`src/hdl/intel_hex_record_decoder_unit_assert.svh`:
```
// ----------------------------------------------------------------------------
// Assertion macros
// Clocked checks with and without reset qualification; empty for synthesis.
// ----------------------------------------------------------------------------
`ifndef INTEL_HEX_RECORD_DECODER_UNIT_ASSERT_SVH
`define INTEL_HEX_RECORD_DECODER_UNIT_ASSERT_SVH

`ifndef SYNTHESIS

`define IHEXD_ASSERT(lbl, prop, msg) \
    lbl: assert property (@(posedge clk) disable iff (!rst_n) (prop)) else $error(msg);

`define IHEXD_ASSERT_ALWAYS(lbl, prop, msg) \
    lbl: assert property (@(posedge clk) (prop)) else $error(msg);

`else

`define IHEXD_ASSERT(lbl, prop, msg)

`define IHEXD_ASSERT_ALWAYS(lbl, prop, msg)

`endif

`endif

```
`src/hdl/ihexd_pkg.sv`:
```
// ----------------------------------------------------------------------------
// Intel HEX record decoder package
// Shared types and constants for the front end, token queue and back end.
// ----------------------------------------------------------------------------
package ihexd_pkg;

    localparam int FIFO_DEPTH = 2;
    localparam int FIFO_PTR_W = (FIFO_DEPTH > 1) ? $clog2(FIFO_DEPTH) : 1;
    localparam int FIFO_CNT_W = $clog2(FIFO_DEPTH + 1);

    localparam logic [7:0] CHAR_NL    = 8'd10;
    localparam logic [7:0] CHAR_COLON = 8'h3A;

    localparam logic [8:0] INDEX_MAX = 9'd511;
    localparam logic [8:0] HDR_BYTES = 9'd4;
    localparam logic [8:0] IDX_COUNT = 9'd0;
    localparam logic [8:0] IDX_ADDRH = 9'd1;
    localparam logic [8:0] IDX_ADDRL = 9'd2;
    localparam logic [8:0] IDX_KIND  = 9'd3;
    localparam logic [7:0] KIND_DATA = 8'h00;

    typedef enum logic [1:0] {
        TK_NEWLINE,
        TK_COLON,
        TK_DATA
    } token_kind_t;

    typedef struct packed {
        token_kind_t kind;
        logic [3:0]  nibble;
    } token_t;

    typedef enum logic [1:0] {
        PH_WAIT,
        PH_RECORD,
        PH_SKIP
    } phase_t;

endpackage

```
`src/hdl/ihexd_channels.sv`:
```
// ----------------------------------------------------------------------------
// Intel HEX record decoder channels
// Valid/ready interfaces for the character input and the write output.
// ----------------------------------------------------------------------------
interface ihexd_char_if;
    logic       valid;
    logic       ready;
    logic [7:0] char_in;

    modport source (output valid, output char_in, input ready);
    modport sink (input valid, input char_in, output ready);
endinterface

interface ihexd_write_if;
    logic        valid;
    logic        ready;
    logic [16:0] write_addr;
    logic [7:0]  write_data;

    modport source (output valid, output write_addr, output write_data, input ready);
    modport sink (input valid, input write_addr, input write_data, output ready);
endinterface

```
`src/hdl/ihexd_front.sv`:
```
// ----------------------------------------------------------------------------
// Intel HEX character classifier
// Accepts characters, drops whitespace, and queues newline, colon and data
// tokens; 0-9 and A-F carry their nibble value, other characters zero.
// ----------------------------------------------------------------------------
module ihexd_front (
    ihexd_char_if.sink      chars,
    input  logic            full,
    output logic            push,
    output ihexd_pkg::token_t push_tok
);

    logic blank;

    always_comb
    begin
        blank = chars.char_in inside {8'd9, 8'd11, 8'd12, 8'd13, 8'd32};
        push_tok.nibble = 4'd0;
        if (chars.char_in == ihexd_pkg::CHAR_NL)
        begin
            push_tok.kind = ihexd_pkg::TK_NEWLINE;
        end
        else if (chars.char_in == ihexd_pkg::CHAR_COLON)
        begin
            push_tok.kind = ihexd_pkg::TK_COLON;
        end
        else
        begin
            push_tok.kind = ihexd_pkg::TK_DATA;
            if (chars.char_in inside {[8'h30:8'h39]})
            begin
                push_tok.nibble = chars.char_in[3:0];
            end
            else if (chars.char_in inside {[8'h41:8'h46]})
            begin
                push_tok.nibble = chars.char_in[3:0] + 4'd9;
            end
        end
    end

    assign chars.ready = !full;
    assign push        = chars.valid && !full && !blank;

endmodule

```
`src/hdl/ihexd_token_fifo.sv`:
```
// ----------------------------------------------------------------------------
// Intel HEX token queue
// Short register queue between the classifier and the record engine.
// ----------------------------------------------------------------------------
module ihexd_token_fifo (
    input  logic              clk,
    input  logic              rst_n,
    input  logic              push,
    input  ihexd_pkg::token_t push_tok,
    output logic              full,
    input  logic              pop,
    output ihexd_pkg::token_t pop_tok,
    output logic              not_empty
);

    ihexd_pkg::token_t                   mem_reg [ihexd_pkg::FIFO_DEPTH];
    logic [ihexd_pkg::FIFO_PTR_W-1:0]    wr_ptr_reg, wr_ptr_next;
    logic [ihexd_pkg::FIFO_PTR_W-1:0]    rd_ptr_reg, rd_ptr_next;
    logic [ihexd_pkg::FIFO_CNT_W-1:0]    count_reg, count_next;
    logic                                do_push, do_pop;

    localparam logic [ihexd_pkg::FIFO_PTR_W-1:0] PTR_LAST =
        ihexd_pkg::FIFO_PTR_W'(ihexd_pkg::FIFO_DEPTH - 1);
    localparam logic [ihexd_pkg::FIFO_CNT_W-1:0] CNT_FULL =
        ihexd_pkg::FIFO_CNT_W'(ihexd_pkg::FIFO_DEPTH);

    assign full      = (count_reg == CNT_FULL);
    assign not_empty = (count_reg != '0);
    assign do_push   = push && !full;
    assign do_pop    = pop && not_empty;
    assign pop_tok   = mem_reg[rd_ptr_reg];

    always_comb
    begin
        wr_ptr_next = wr_ptr_reg;
        rd_ptr_next = rd_ptr_reg;
        count_next  = count_reg;
        if (do_push)
        begin
            wr_ptr_next = (wr_ptr_reg == PTR_LAST) ? '0 : wr_ptr_reg + 1'b1;
        end
        if (do_pop)
        begin
            rd_ptr_next = (rd_ptr_reg == PTR_LAST) ? '0 : rd_ptr_reg + 1'b1;
        end
        if (do_push && !do_pop)
        begin
            count_next = count_reg + 1'b1;
        end
        else if (do_pop && !do_push)
        begin
            count_next = count_reg - 1'b1;
        end
    end

    always_ff @(posedge clk or negedge rst_n)
    begin
        if (!rst_n)
        begin
            wr_ptr_reg <= '0;
            rd_ptr_reg <= '0;
            count_reg  <= '0;
        end
        else
        begin
            wr_ptr_reg <= wr_ptr_next;
            rd_ptr_reg <= rd_ptr_next;
            count_reg  <= count_next;
        end
    end

    always_ff @(posedge clk)
    begin
        if (do_push)
        begin
            mem_reg[wr_ptr_reg] <= push_tok;
        end
    end

endmodule

```
`src/hdl/ihexd_back.sv`:
```
// ----------------------------------------------------------------------------
// Intel HEX record engine
// Pairs digits into bytes, tracks the record header and emits data writes
// through an output register.
// ----------------------------------------------------------------------------
`include "intel_hex_record_decoder_unit_assert.svh"

module ihexd_back (
    input  logic               clk,
    input  logic               rst_n,
    input  logic               tok_valid,
    input  ihexd_pkg::token_t  tok,
    output logic               tok_pop,
    ihexd_write_if.source      writes
);

    ihexd_pkg::phase_t phase_reg, phase_next;
    logic              have_reg, have_next;
    logic [3:0]        high_reg, high_next;
    logic [8:0]        index_reg, index_next;
    logic [7:0]        length_reg, length_next;
    logic [15:0]       address_reg, address_next;
    logic [7:0]        kind_reg, kind_next;
    logic              out_valid_reg, out_valid_next;
    logic [16:0]       out_addr_reg, out_addr_next;
    logic [7:0]        out_data_reg, out_data_next;
    logic              emit;
    logic [7:0]        byte_val;
    logic [8:0]        data_idx;

    assign tok_pop  = tok_valid && (!out_valid_reg || writes.ready);
    assign byte_val = {high_reg, tok.nibble};
    assign data_idx = index_reg - ihexd_pkg::HDR_BYTES;

    always_comb
    begin
        phase_next = phase_reg;
        if (tok_pop)
        begin
            if (tok.kind == ihexd_pkg::TK_NEWLINE)
            begin
                phase_next = ihexd_pkg::PH_WAIT;
            end
            else
            begin
                case (phase_reg)
                    ihexd_pkg::PH_WAIT:
                    begin
                        phase_next = (tok.kind == ihexd_pkg::TK_COLON) ?
                                     ihexd_pkg::PH_RECORD : ihexd_pkg::PH_SKIP;
                    end
                    ihexd_pkg::PH_RECORD: phase_next = ihexd_pkg::PH_RECORD;
                    default:              phase_next = ihexd_pkg::PH_SKIP;
                endcase
            end
        end
    end

    always_comb
    begin
        have_next     = have_reg;
        high_next     = high_reg;
        index_next    = index_reg;
        length_next   = length_reg;
        address_next  = address_reg;
        kind_next     = kind_reg;
        emit          = 1'b0;
        out_addr_next = out_addr_reg;
        out_data_next = out_data_reg;
        if (tok_pop)
        begin
            if (tok.kind == ihexd_pkg::TK_NEWLINE)
            begin
                have_next = 1'b0;
            end
            else if (phase_reg == ihexd_pkg::PH_WAIT)
            begin
                if (tok.kind == ihexd_pkg::TK_COLON)
                begin
                    have_next  = 1'b0;
                    high_next  = 4'd0;
                    index_next = '0;
                end
            end
            else if (phase_reg == ihexd_pkg::PH_RECORD)
            begin
                if (!have_reg)
                begin
                    high_next = tok.nibble;
                    have_next = 1'b1;
                end
                else
                begin
                    have_next = 1'b0;
                    case (index_reg)
                        ihexd_pkg::IDX_COUNT: length_next = byte_val;
                        ihexd_pkg::IDX_ADDRH: address_next = {byte_val, address_reg[7:0]};
                        ihexd_pkg::IDX_ADDRL: address_next = {address_reg[15:8], byte_val};
                        ihexd_pkg::IDX_KIND:  kind_next = byte_val;
                        default:
                        begin
                            if (kind_reg == ihexd_pkg::KIND_DATA &&
                                data_idx < {1'b0, length_reg})
                            begin
                                emit          = 1'b1;
                                out_addr_next = {1'b0, address_reg} + {8'b0, data_idx};
                                out_data_next = byte_val;
                            end
                        end
                    endcase
                    if (index_reg != ihexd_pkg::INDEX_MAX)
                    begin
                        index_next = index_reg + 9'd1;
                    end
                end
            end
        end
        if (emit)
        begin
            out_valid_next = 1'b1;
        end
        else if (writes.ready)
        begin
            out_valid_next = 1'b0;
        end
        else
        begin
            out_valid_next = out_valid_reg;
        end
    end

    always_ff @(posedge clk or negedge rst_n)
    begin
        if (!rst_n)
        begin
            phase_reg     <= ihexd_pkg::PH_WAIT;
            have_reg      <= 1'b0;
            high_reg      <= 4'd0;
            index_reg     <= '0;
            length_reg    <= '0;
            address_reg   <= '0;
            kind_reg      <= '0;
            out_valid_reg <= 1'b0;
        end
        else
        begin
            phase_reg     <= phase_next;
            have_reg      <= have_next;
            high_reg      <= high_next;
            index_reg     <= index_next;
            length_reg    <= length_next;
            address_reg   <= address_next;
            kind_reg      <= kind_next;
            out_valid_reg <= out_valid_next;
        end
    end

    always_ff @(posedge clk)
    begin
        out_addr_reg <= out_addr_next;
        out_data_reg <= out_data_next;
    end

    assign writes.valid      = out_valid_reg;
    assign writes.write_addr = out_addr_reg;
    assign writes.write_data = out_data_reg;

    `IHEXD_ASSERT(a_emit_from_record, emit |-> (phase_reg == ihexd_pkg::PH_RECORD && have_reg && index_reg >= ihexd_pkg::HDR_BYTES), "write emitted outside a record data byte")
    `IHEXD_ASSERT(a_no_pop_when_blocked, (out_valid_reg && !writes.ready) |-> !tok_pop, "token consumed while output register is blocked")
    `IHEXD_ASSERT(a_newline_resets, (tok_pop && tok.kind == ihexd_pkg::TK_NEWLINE) |=> (phase_reg == ihexd_pkg::PH_WAIT && !have_reg), "newline did not return to line start")

endmodule

```
`src/hdl/intel_hex_record_decoder_unit.sv`:
```
// ----------------------------------------------------------------------------
// Intel HEX record decoder
// Decodes Intel HEX text into data byte writes at linear addresses.
// ----------------------------------------------------------------------------
// channel   role    payload                  accepted when
// chars     sink    char_in[7:0]             chars.valid && chars.ready
// writes    source  write_addr[16:0],        writes.valid && writes.ready
//                   write_data[7:0]
//
// One character per cycle sustained unless stalled; a data byte reaches the
// output register after its second digit passes the token queue and engine.
// The record engine sets throughput: one token per cycle unless stalled.
// A two-entry token queue separates classifier and engine; whitespace is
// dropped before the queue. A stalled output stops the engine, and input
// stalls once the queue fills. Reset clears all control state at once.
// ----------------------------------------------------------------------------
module intel_hex_record_decoder_unit (
    input  logic          clk,
    input  logic          rst_n,
    ihexd_char_if.sink    chars,
    ihexd_write_if.source writes
);

    ihexd_pkg::token_t push_tok;
    ihexd_pkg::token_t pop_tok;
    logic              push;
    logic              full;
    logic              pop;
    logic              not_empty;

    ihexd_front u_front (
        .chars    (chars),
        .full     (full),
        .push     (push),
        .push_tok (push_tok)
    );

    ihexd_token_fifo u_fifo (
        .clk       (clk),
        .rst_n     (rst_n),
        .push      (push),
        .push_tok  (push_tok),
        .full      (full),
        .pop       (pop),
        .pop_tok   (pop_tok),
        .not_empty (not_empty)
    );

    ihexd_back u_back (
        .clk       (clk),
        .rst_n     (rst_n),
        .tok_valid (not_empty),
        .tok       (pop_tok),
        .tok_pop   (pop),
        .writes    (writes)
    );

endmodule

```
`src/flat_wrapper.sv`:
```
// flat-port wrapper written by rule: the top's interface ports become plain ports
module intel_hex_record_decoder_unit_flat 
  (clk, rst_n, chars_valid, chars_char_in, chars_ready, writes_valid, writes_write_addr, writes_write_data, writes_ready);
  ihexd_char_if chars_i ();
  ihexd_write_if writes_i ();
  input  logic clk;
  input  logic rst_n;
  input wire logic [$bits(chars_i.valid)-1:0] chars_valid;
  input wire logic [$bits(chars_i.char_in)-1:0] chars_char_in;
  output wire logic [$bits(chars_i.ready)-1:0] chars_ready;
  output wire logic [$bits(writes_i.valid)-1:0] writes_valid;
  output wire logic [$bits(writes_i.write_addr)-1:0] writes_write_addr;
  output wire logic [$bits(writes_i.write_data)-1:0] writes_write_data;
  input wire logic [$bits(writes_i.ready)-1:0] writes_ready;
  assign chars_i.valid = chars_valid;
  assign chars_i.char_in = chars_char_in;
  assign chars_ready = chars_i.ready;
  assign writes_valid = writes_i.valid;
  assign writes_write_addr = writes_i.write_addr;
  assign writes_write_data = writes_i.write_data;
  assign writes_i.ready = writes_ready;
  intel_hex_record_decoder_unit u_core (.clk(clk), .rst_n(rst_n), .chars(chars_i), .writes(writes_i));
endmodule
```
`config.mk`:
```
export PLATFORM = sky130hd
export DESIGN_NAME = intel_hex_record_decoder_unit_flat
export DESIGN_NICKNAME = d
export VERILOG_FILES = /design/src/hdl/ihexd_pkg.sv /design/src/hdl/ihexd_channels.sv /design/src/hdl/ihexd_front.sv /design/src/hdl/ihexd_token_fifo.sv /design/src/hdl/ihexd_back.sv /design/src/hdl/intel_hex_record_decoder_unit.sv /design/src/flat_wrapper.sv
export VERILOG_INCLUDE_DIRS = /design/src /design/src/hdl
export SDC_FILE = /design/constraint.sdc
export NUM_CORES = 1
export LEC_CHECK = 0
export ABC_AREA = 1
export BUFFER_PORTS_ARGS = -buffer_cell sky130_fd_sc_hd__buf_2
export CELL_PAD_IN_SITES_DETAIL_PLACEMENT = 1
export CELL_PAD_IN_SITES_GLOBAL_PLACEMENT = 1
export CORE_ASPECT_RATIO = 2
export CORE_UTILIZATION = 34
export DETAILED_ROUTE_END_ITERATION = 12
export GPL_ROUTABILITY_DRIVEN = 0
export PLACE_DENSITY_LB_ADDON = 0.08
export RECOVER_POWER = 100
export SYNTH_ARGS = -nofsm -noshare
export SYNTH_HDL_FRONTEND = slang
export SYNTH_SLANG_ARGS = --single-unit
export TNS_END_PERCENT = 30
```
`constraint.sdc`:
```
create_clock -name clk -period 3.5 [get_ports clk]
set_clock_uncertainty 0.2 [all_clocks]
set_input_delay 0.175 -clock clk [delete_from_list [all_inputs] [get_ports clk]]
set_output_delay 0.175 -clock clk [all_outputs]
set_load 0.005 [all_outputs]
```
# Yosys cells after proc, flatten, opt, wreduce, memory -nomap -nowiden
# Memory sizes are Yosys's and may differ from the RTL's.
# Index checks and enable logic that the tools add are counted.
# totals
ff_bits	78
latchBits	0
mem_bits_rw	12
mem_bits_ro	0
inputBits	12
out_inout_bits	27
wordCells	126
n_memories	1
# classes
add_sub_neg	8
multipliers	0
div	0
magnitude_cmp	5
n_eq_ne	17
n_shift	0
n_mux	39
bitwise_logic	5
reduce_logical	37
# memory_table
name	words	word_bits	rd	rd_ports_with_merged_regs	wr	line_no	rtl
u_core.u_fifo.mem_reg	2	6	1	0	1	ihexd_token_fifo.sv:16	ihexd_pkg::token_t mem_reg [ihexd_pkg::FIFO_DEPTH];
# ops
operator	n
9-bit two-way mux	5
8-bit by 4-bit equality test with 1-bit output, second input constant	5
4-bit two-way mux	8
16-bit one-hot mux with 2 select lines	1
7-bit AND reduction	3
9-bit by 2-bit equality test with 1-bit output, second input constant	2
1-bit two-way mux	18
6-bit AND reduction	3
16-bit by 9-bit adder with 17-bit output	1
8-bit by 6-bit equality test with 1-bit output, second input constant	2
2-bit two-way mux	6
2-bit nonzero test	6
1-bit logical AND	10
9-bit by 1-bit adder with 9-bit output, second input constant	1
9-bit by 1-bit equality test with 1-bit output, second input constant	1
9-bit zero test	1
9-bit by 8-bit less-than comparator with 1-bit output	1
9-bit != test, second input constant	1
9-bit by 3-bit subtractor with 9-bit output, second input constant	1
8-bit by 6-bit >= comparator with 1-bit output, second input constant	1
8-bit by 7-bit >= comparator with 1-bit output, second input constant	1
8-bit by 6-bit less-or-equal comparator with 1-bit output, second input constant	1
8-bit by 7-bit less-or-equal comparator with 1-bit output, second input constant	1
8-bit zero test	1
other kinds (18)	30

# Logic depth before layout (Yosys ltp)
# depth
depth_word	11
mapped_depth	15
ltp_nobuf	15

# Cells and area by module
# Synthesis repeated with hierarchy kept, for this count alone.
# unflattened
cells_unflattened	552
hier_area_um2	4904.7
# modules_own_cells
mod	instances	cells_each	area_per_inst_um2	seq_area_each_um2
ihexd_back	1	431	3883.7	1976.9
ihexd_token_fifo	1	63	681.9	460.4
ihexd_front	1	58	339.1	0.0

# Least setup slack after synthesis
# No wires, ideal clock.
# synth_path
path_kind	reg2reg
startpoint	register u_core.u_back.index_reg[2]
endpoint	register u_core.u_back.out_addr_reg[0] (netlist: u_core.u_back.writes.write_addr[0]) (enable)
setup_ps	380
arrival_time_ps	2170
required_time_ps	2920
path_slack_ps	751
stages_incl_launch_ff	13
n_path_buf	0
period_less_slack_ps	2749
path_cell_list	dfrtp_1 inv_1 nand3_1 nor3_1 xor2_1 ha_1 nor3_1 nand3_1 nor2_1 nand2_1 nor2_1 nand2_1 inv_1
# synth_via
elab_chain_cells	4
word_cells_on_any_way	10
classes_between	add/sub (1); order compare (1); eq/ne (3); bitwise (1); reduce/logical (4)
# synth_rtl
item	line_no	rtl
start: declaration	ihexd_back.sv:20	logic [8:0] index_reg, index_next;
start signal: assignment	ihexd_back.sv:150	index_reg <= index_next;
9-bit by 3-bit subtractor with 9-bit output, or another cell as far along	ihexd_back.sv:33	assign data_idx = index_reg - ihexd_pkg::HDR_BYTES;
9-bit by 8-bit less-than comparator with 1-bit output or 4-bit OR reduction (tied branches)	-	
1-bit logical AND or 1-bit inverter (tied branches)	-	
7-bit AND reduction (no line) (*)	-	
end signal: assignment	ihexd_back.sv:160	out_addr_reg <= out_addr_next;
end: declaration	ihexd_back.sv:25	logic [16:0] out_addr_reg, out_addr_next;
# Mark *: on every way between the ends. The rest lies on a longest branch, timed or not.
# A chain may end at the register's enable or synchronous reset.

# Worst setup path after layout
# layout_path
startpoint	register u_core.u_back.index_reg[2]
endpoint	register u_core.u_back.out_addr_reg[9] (netlist: u_core.u_back.writes.write_addr[9]), data pin
# layout_via
elab_chain_cells	2
# layout_rtl
item	line_no	rtl
9-bit by 3-bit subtractor with 9-bit output	ihexd_back.sv:33	
16-bit by 9-bit adder with 17-bit output	ihexd_back.sv:106	out_addr_next = {1'b0, address_reg} + {8'b0, data_idx};
# Every way passes these cells.

==> tab_implementation.tex <==
\begin{tabular}{lr}
\hline
Metric & Value \\
\hline
\multicolumn{2}{l}{\textbf{Outcome}} \\
\quad Outcome & complete, no violations \\
\multicolumn{2}{l}{\textbf{Worst setup path}} \\
\quad Slowest-stage cell, CP & sky130\_fd\_sc\_hd\_\_dfrtp\_1 \\
\quad Type of origin of the critical path & flop \\
\quad Family with the most delay on the worst path & compound AO/OA/AOI/OAI gates \\
\quad Kind of capture point of the worst setup path & flop \\
\quad CP cell instances & inv\_1, ha\_1, nand3\_1, xor2\_1, ha\_1, a21oi\_1, o21ai\_0, a21oi\_1, o21bai\_1, xor2\_1 \\
\quad Maximum single-stage delay on the critical path & 440 ps \\
\quad Setup Crit Path Kind & reg -> reg \\
\quad Arrival time of the worst setup path & 2820 ps \\
\quad Critical Path RT & 3390 ps \\
\quad Buffers and inverters on the worst path & 1 \\
\quad Peak fanout along the critical path & 6 \\
\multicolumn{2}{l}{\textbf{Detailed routing}} \\
\quad Vias after detailed routing & 3651 \\
\quad Total Routed Length & 12300 um \\
\quad Detail Route Antenna Nets & 0 \\
\quad Routed wire per std cell & 16.2 um \\
\quad DRC & 0 \\
\quad 1st-iter DRT viols & 112 \\
\quad Number of iterations in the first detailed-routing pass & 4 \\
\quad Vias per cell & 4.79 \\
\multicolumn{2}{l}{\textbf{Finish}} \\
\quad ANT cells & 0 \\
\quad Layout Nets & 611 \\
\quad Flip-flop count of the largest register, all copies and words added & 17 \\
\quad Area growth syn-to-layout & 12.8\% \\
\quad Share of final-layout standard cells stronger than drive strength 1 & 9.08\% \\
\quad Most frequent standard cell in the layout excluding fill and tap cells & sky130\_fd\_sc\_hd\_\_nand2\_1 \\
\quad Most frequent cells in the layout & 117 x sky130\_fd\_sc\_hd\_\_nand2\_1, 66 x sky130\_fd\_sc\_hd\_\_inv\_1, 53 x sky130\_fd\_sc\_hd\_\_o21ai\_0, 53 x sky130\_fd\_sc\_hd\_\_dfrtp\_1, 43 x sky130\_fd\_sc\_hd\_\_nor2\_1 \\
\quad Final design instance area without fill & 5440 sq um \\
\multicolumn{2}{l}{\textbf{Die}} \\
\quad Starting Density & 34.7\% \\
\quad Number of placed I/O pins & 39 \\
\quad Die Footprint & 14700 sq um \\
\quad Floorplan die height & 170 um \\
\quad Number of standard-cell rows in the floorplan & 61 \\
\quad Floorplan Core Area & 13900 sq um \\
\quad Die X & 86.2 um \\
\multicolumn{2}{l}{\textbf{Synthesis}} \\
\quad Number of storage elements in the synthesis netlist & 90 \\
\quad Async SR Flop Fraction & 58.9\% \\
\quad Synth Instances & 516 \\
\quad Net count after synthesis & 559 \\
\quad Distinct cell type count after synthesis & 28 \\
\quad Part of the Yosys area used for sequential elements & 50.6\% \\
\quad Mean cell area of the mapped netlist & 9.34 sq um \\
\quad Synthesis warning total & 0 \\
\quad Flip-flop cell with the highest count after synthesis & sky130\_fd\_sc\_hd\_\_dfrtp\_1 \\
\quad Count of flip-flops with a built-in enable after synthesis & 37 \\
\quad Cell area after technology mapping & 4820 sq um \\
\multicolumn{2}{l}{\textbf{Placement}} \\
\quad Number of port buffers & 38 \\
\quad Detailed Place HPWL & 9990 um \\
\quad Post-DP Area & 5240 sq um \\
\quad Minimum setup slack after placement & 573 ps \\
\multicolumn{2}{l}{\textbf{Power}} \\
\quad Maximum resistive drop on vdd & 0.297 mV \\
\quad Final total power & 3.63 mW \\
\quad Total power per unit cell area & 668 nW/um\^{}2 \\
\quad Static leakage power & 2.53 nW \\
\multicolumn{2}{l}{\textbf{Timing}} \\
\quad Fin Hold WS & 23.8 ps \\
\quad Period minus WS final & 2930 ps \\
\quad Portion of the clock cycle consumed by the worst path in the final layout & 83.6\% \\
\quad Worst-case setup margin in the final layout & 574 ps \\
\quad Slew at the pin with the worst max-slew slack & 1170 ps \\
\quad Final hold violations & 0 \\
\quad Max-slew headroom & 21.8\% \\
\quad Maximum clock rate & 0.342 GHz \\
\quad RSZ-0062 raised after global routing & false \\
\quad Number of endpoints failing setup at the final stage & 0 \\
\quad Total negative setup slack & 0 ps \\
\quad Slew Viols, Final & 0 \\
\multicolumn{2}{l}{\textbf{Clocking}} \\
\quad Cell chosen for the clock root & sky130\_fd\_sc\_hd\_\_clkbuf\_16 \\
\quad Maximum level of the CTS H-tree & 3 \\
\quad TritonCTS Buffers & 9 \\
\quad Clock Latency Late Sink & 340 ps \\
\quad Clock tree sinks & 90 \\
\quad Largest buffer count on any clock path & 2 \\
\quad Clock transition at the registers of the reported paths & 70 ps \\
\quad TritonCTS clock tree & yes \\
\quad Count of buffers added by post-CTS timing repair for setup & 0 \\
\multicolumn{2}{l}{\textbf{Flow run}} \\
\quad Reported max-cap violation count & 0 \\
\multicolumn{2}{l}{\textbf{Min path}} \\
\quad Type of the worst min-delay path & in -> reg \\
\multicolumn{2}{l}{\textbf{Global routing}} \\
\quad Global route total overflow & 0 \\
\quad First-pass GRT wire length & 20200 um \\
\quad Number of global-route vias before repair & 3994 \\
\quad Number of antenna violations at the first check in global routing & 0 \\
\quad Maximum number of pins on one net before global-route repair & 44 \\
\quad GRT Total Usage & 18.6\% \\
\hline
\end{tabular}
-- kinds of logic after synthesis --
logic type | synth area share (%)
xor+xnor | 5.09
simple gates | 18.7
compound gates | 11.1
buf+inv | 6.39
fa+ha+maj | 8.21
flops | 50.6
-- tightest hold or removal path, cell delays in order --
cell and delay, ps:
sky130_fd_sc_hd__buf_2 80, sky130_fd_sc_hd__nor2_1 30, sky130_fd_sc_hd__inv_1 100, sky130_fd_sc_hd__nand2_1 120
-- metal layers --
metal	wire length (um)	GRT usage [%]	vias to the layer above
li1	-	-	1804
met1	4290	16.8	1767
met2	7140	37.3	54
met3	202	2.76	26
met4	682	10.7	0
met5	0	0	-
-- final cells by class --
class,count,area [sq um]
inverters,67,251
fillers,1699,8450
clock inverters,7,67.6
clock buffers,9,225
well taps,189,236
repair buffers,46,216
flip-flops and latches,90,2440
multi-input cells,354,2000
-- per-stage QoR --
| stage | std cells | utilization (%) |
|---|---|---|
| 6_report | 762 | 39.1 |
| 3_5_place_dp | 745 | 37.7 |
| 5_1_grt | 762 | 39.1 |
| 2_1_floorplan | 516 | - |
| 3_3_place_gp | 745 | 37.7 |
| 4_1_cts | 762 | 39.9 |
-- power by group --
part | leakage (nW) | total, mW | switching, mW | internal [mW]
Sequential | 1.07 | 1.40 | 0.121 | 1.28
Clock | 0.133 | 0.955 | 0.457 | 0.498
Combinational | 1.33 | 1.28 | 0.873 | 0.404
Total | 2.53 | 3.63 | 1.45 | 2.18
-- final timing paths --
path,from,endpoint,slack (ps),cells after the start
worst max-delay path,u_core.u_back.index_reg[2],u_core.u_back.writes.write_addr[9],570,10
worst min-delay path,writes_ready,u_core.u_back.writes.valid,20,4
worst max register to register,u_core.u_back.index_reg[2],u_core.u_back.writes.write_addr[9],570,10
worst min register to register,u_core.u_back.high_reg[0],u_core.u_back.writes.write_data[4],280,0
max in group asynchronous,rst_n,u_core.u_back.kind_reg[6],1610,3
min in group asynchronous,rst_n,u_core.u_fifo.wr_ptr_reg,380,2
-- synth_stat cells (2+ instances only) --
master / count / area share [%]
sky130_fd_sc_hd__nor3_1: 11 / 1.1
sky130_fd_sc_hd__o31ai_1: 5 / 0.78
sky130_fd_sc_hd__nand4_1: 7 / 0.91
sky130_fd_sc_hd__o21ai_1: 14 / 1.5
sky130_fd_sc_hd__ha_1: 30 / 7.8
sky130_fd_sc_hd__o21ai_0: 26 / 2.7
sky130_fd_sc_hd__nand3_1: 24 / 2.5
sky130_fd_sc_hd__o22ai_1: 2 / 0.26
sky130_fd_sc_hd__nand2_4: 4 / 0.93
sky130_fd_sc_hd__edfxtp_1: 37 / 23
sky130_fd_sc_hd__nand2_1: 117 / 9.1
sky130_fd_sc_hd__nor2_1: 43 / 3.3
sky130_fd_sc_hd__inv_2: 3 / 0.23
sky130_fd_sc_hd__inv_1: 64 / 5.0
sky130_fd_sc_hd__dfrtp_1: 53 / 28
sky130_fd_sc_hd__xnor2_1: 8 / 1.5
sky130_fd_sc_hd__xor2_1: 20 / 3.6
sky130_fd_sc_hd__a21oi_1: 15 / 1.6
sky130_fd_sc_hd__o21ai_2: 20 / 3.6
sky130_fd_sc_hd__buf_6: 5 / 1.2
-- what timing repair did --
action | 4_1_cts | 5_1_grt
hold buffers | 1 | 0
endpoints found under the hold margin | 42 | 0
gates resized for setup | 0 | 0
No activity file was read; power rests on OpenSTA's default activity.
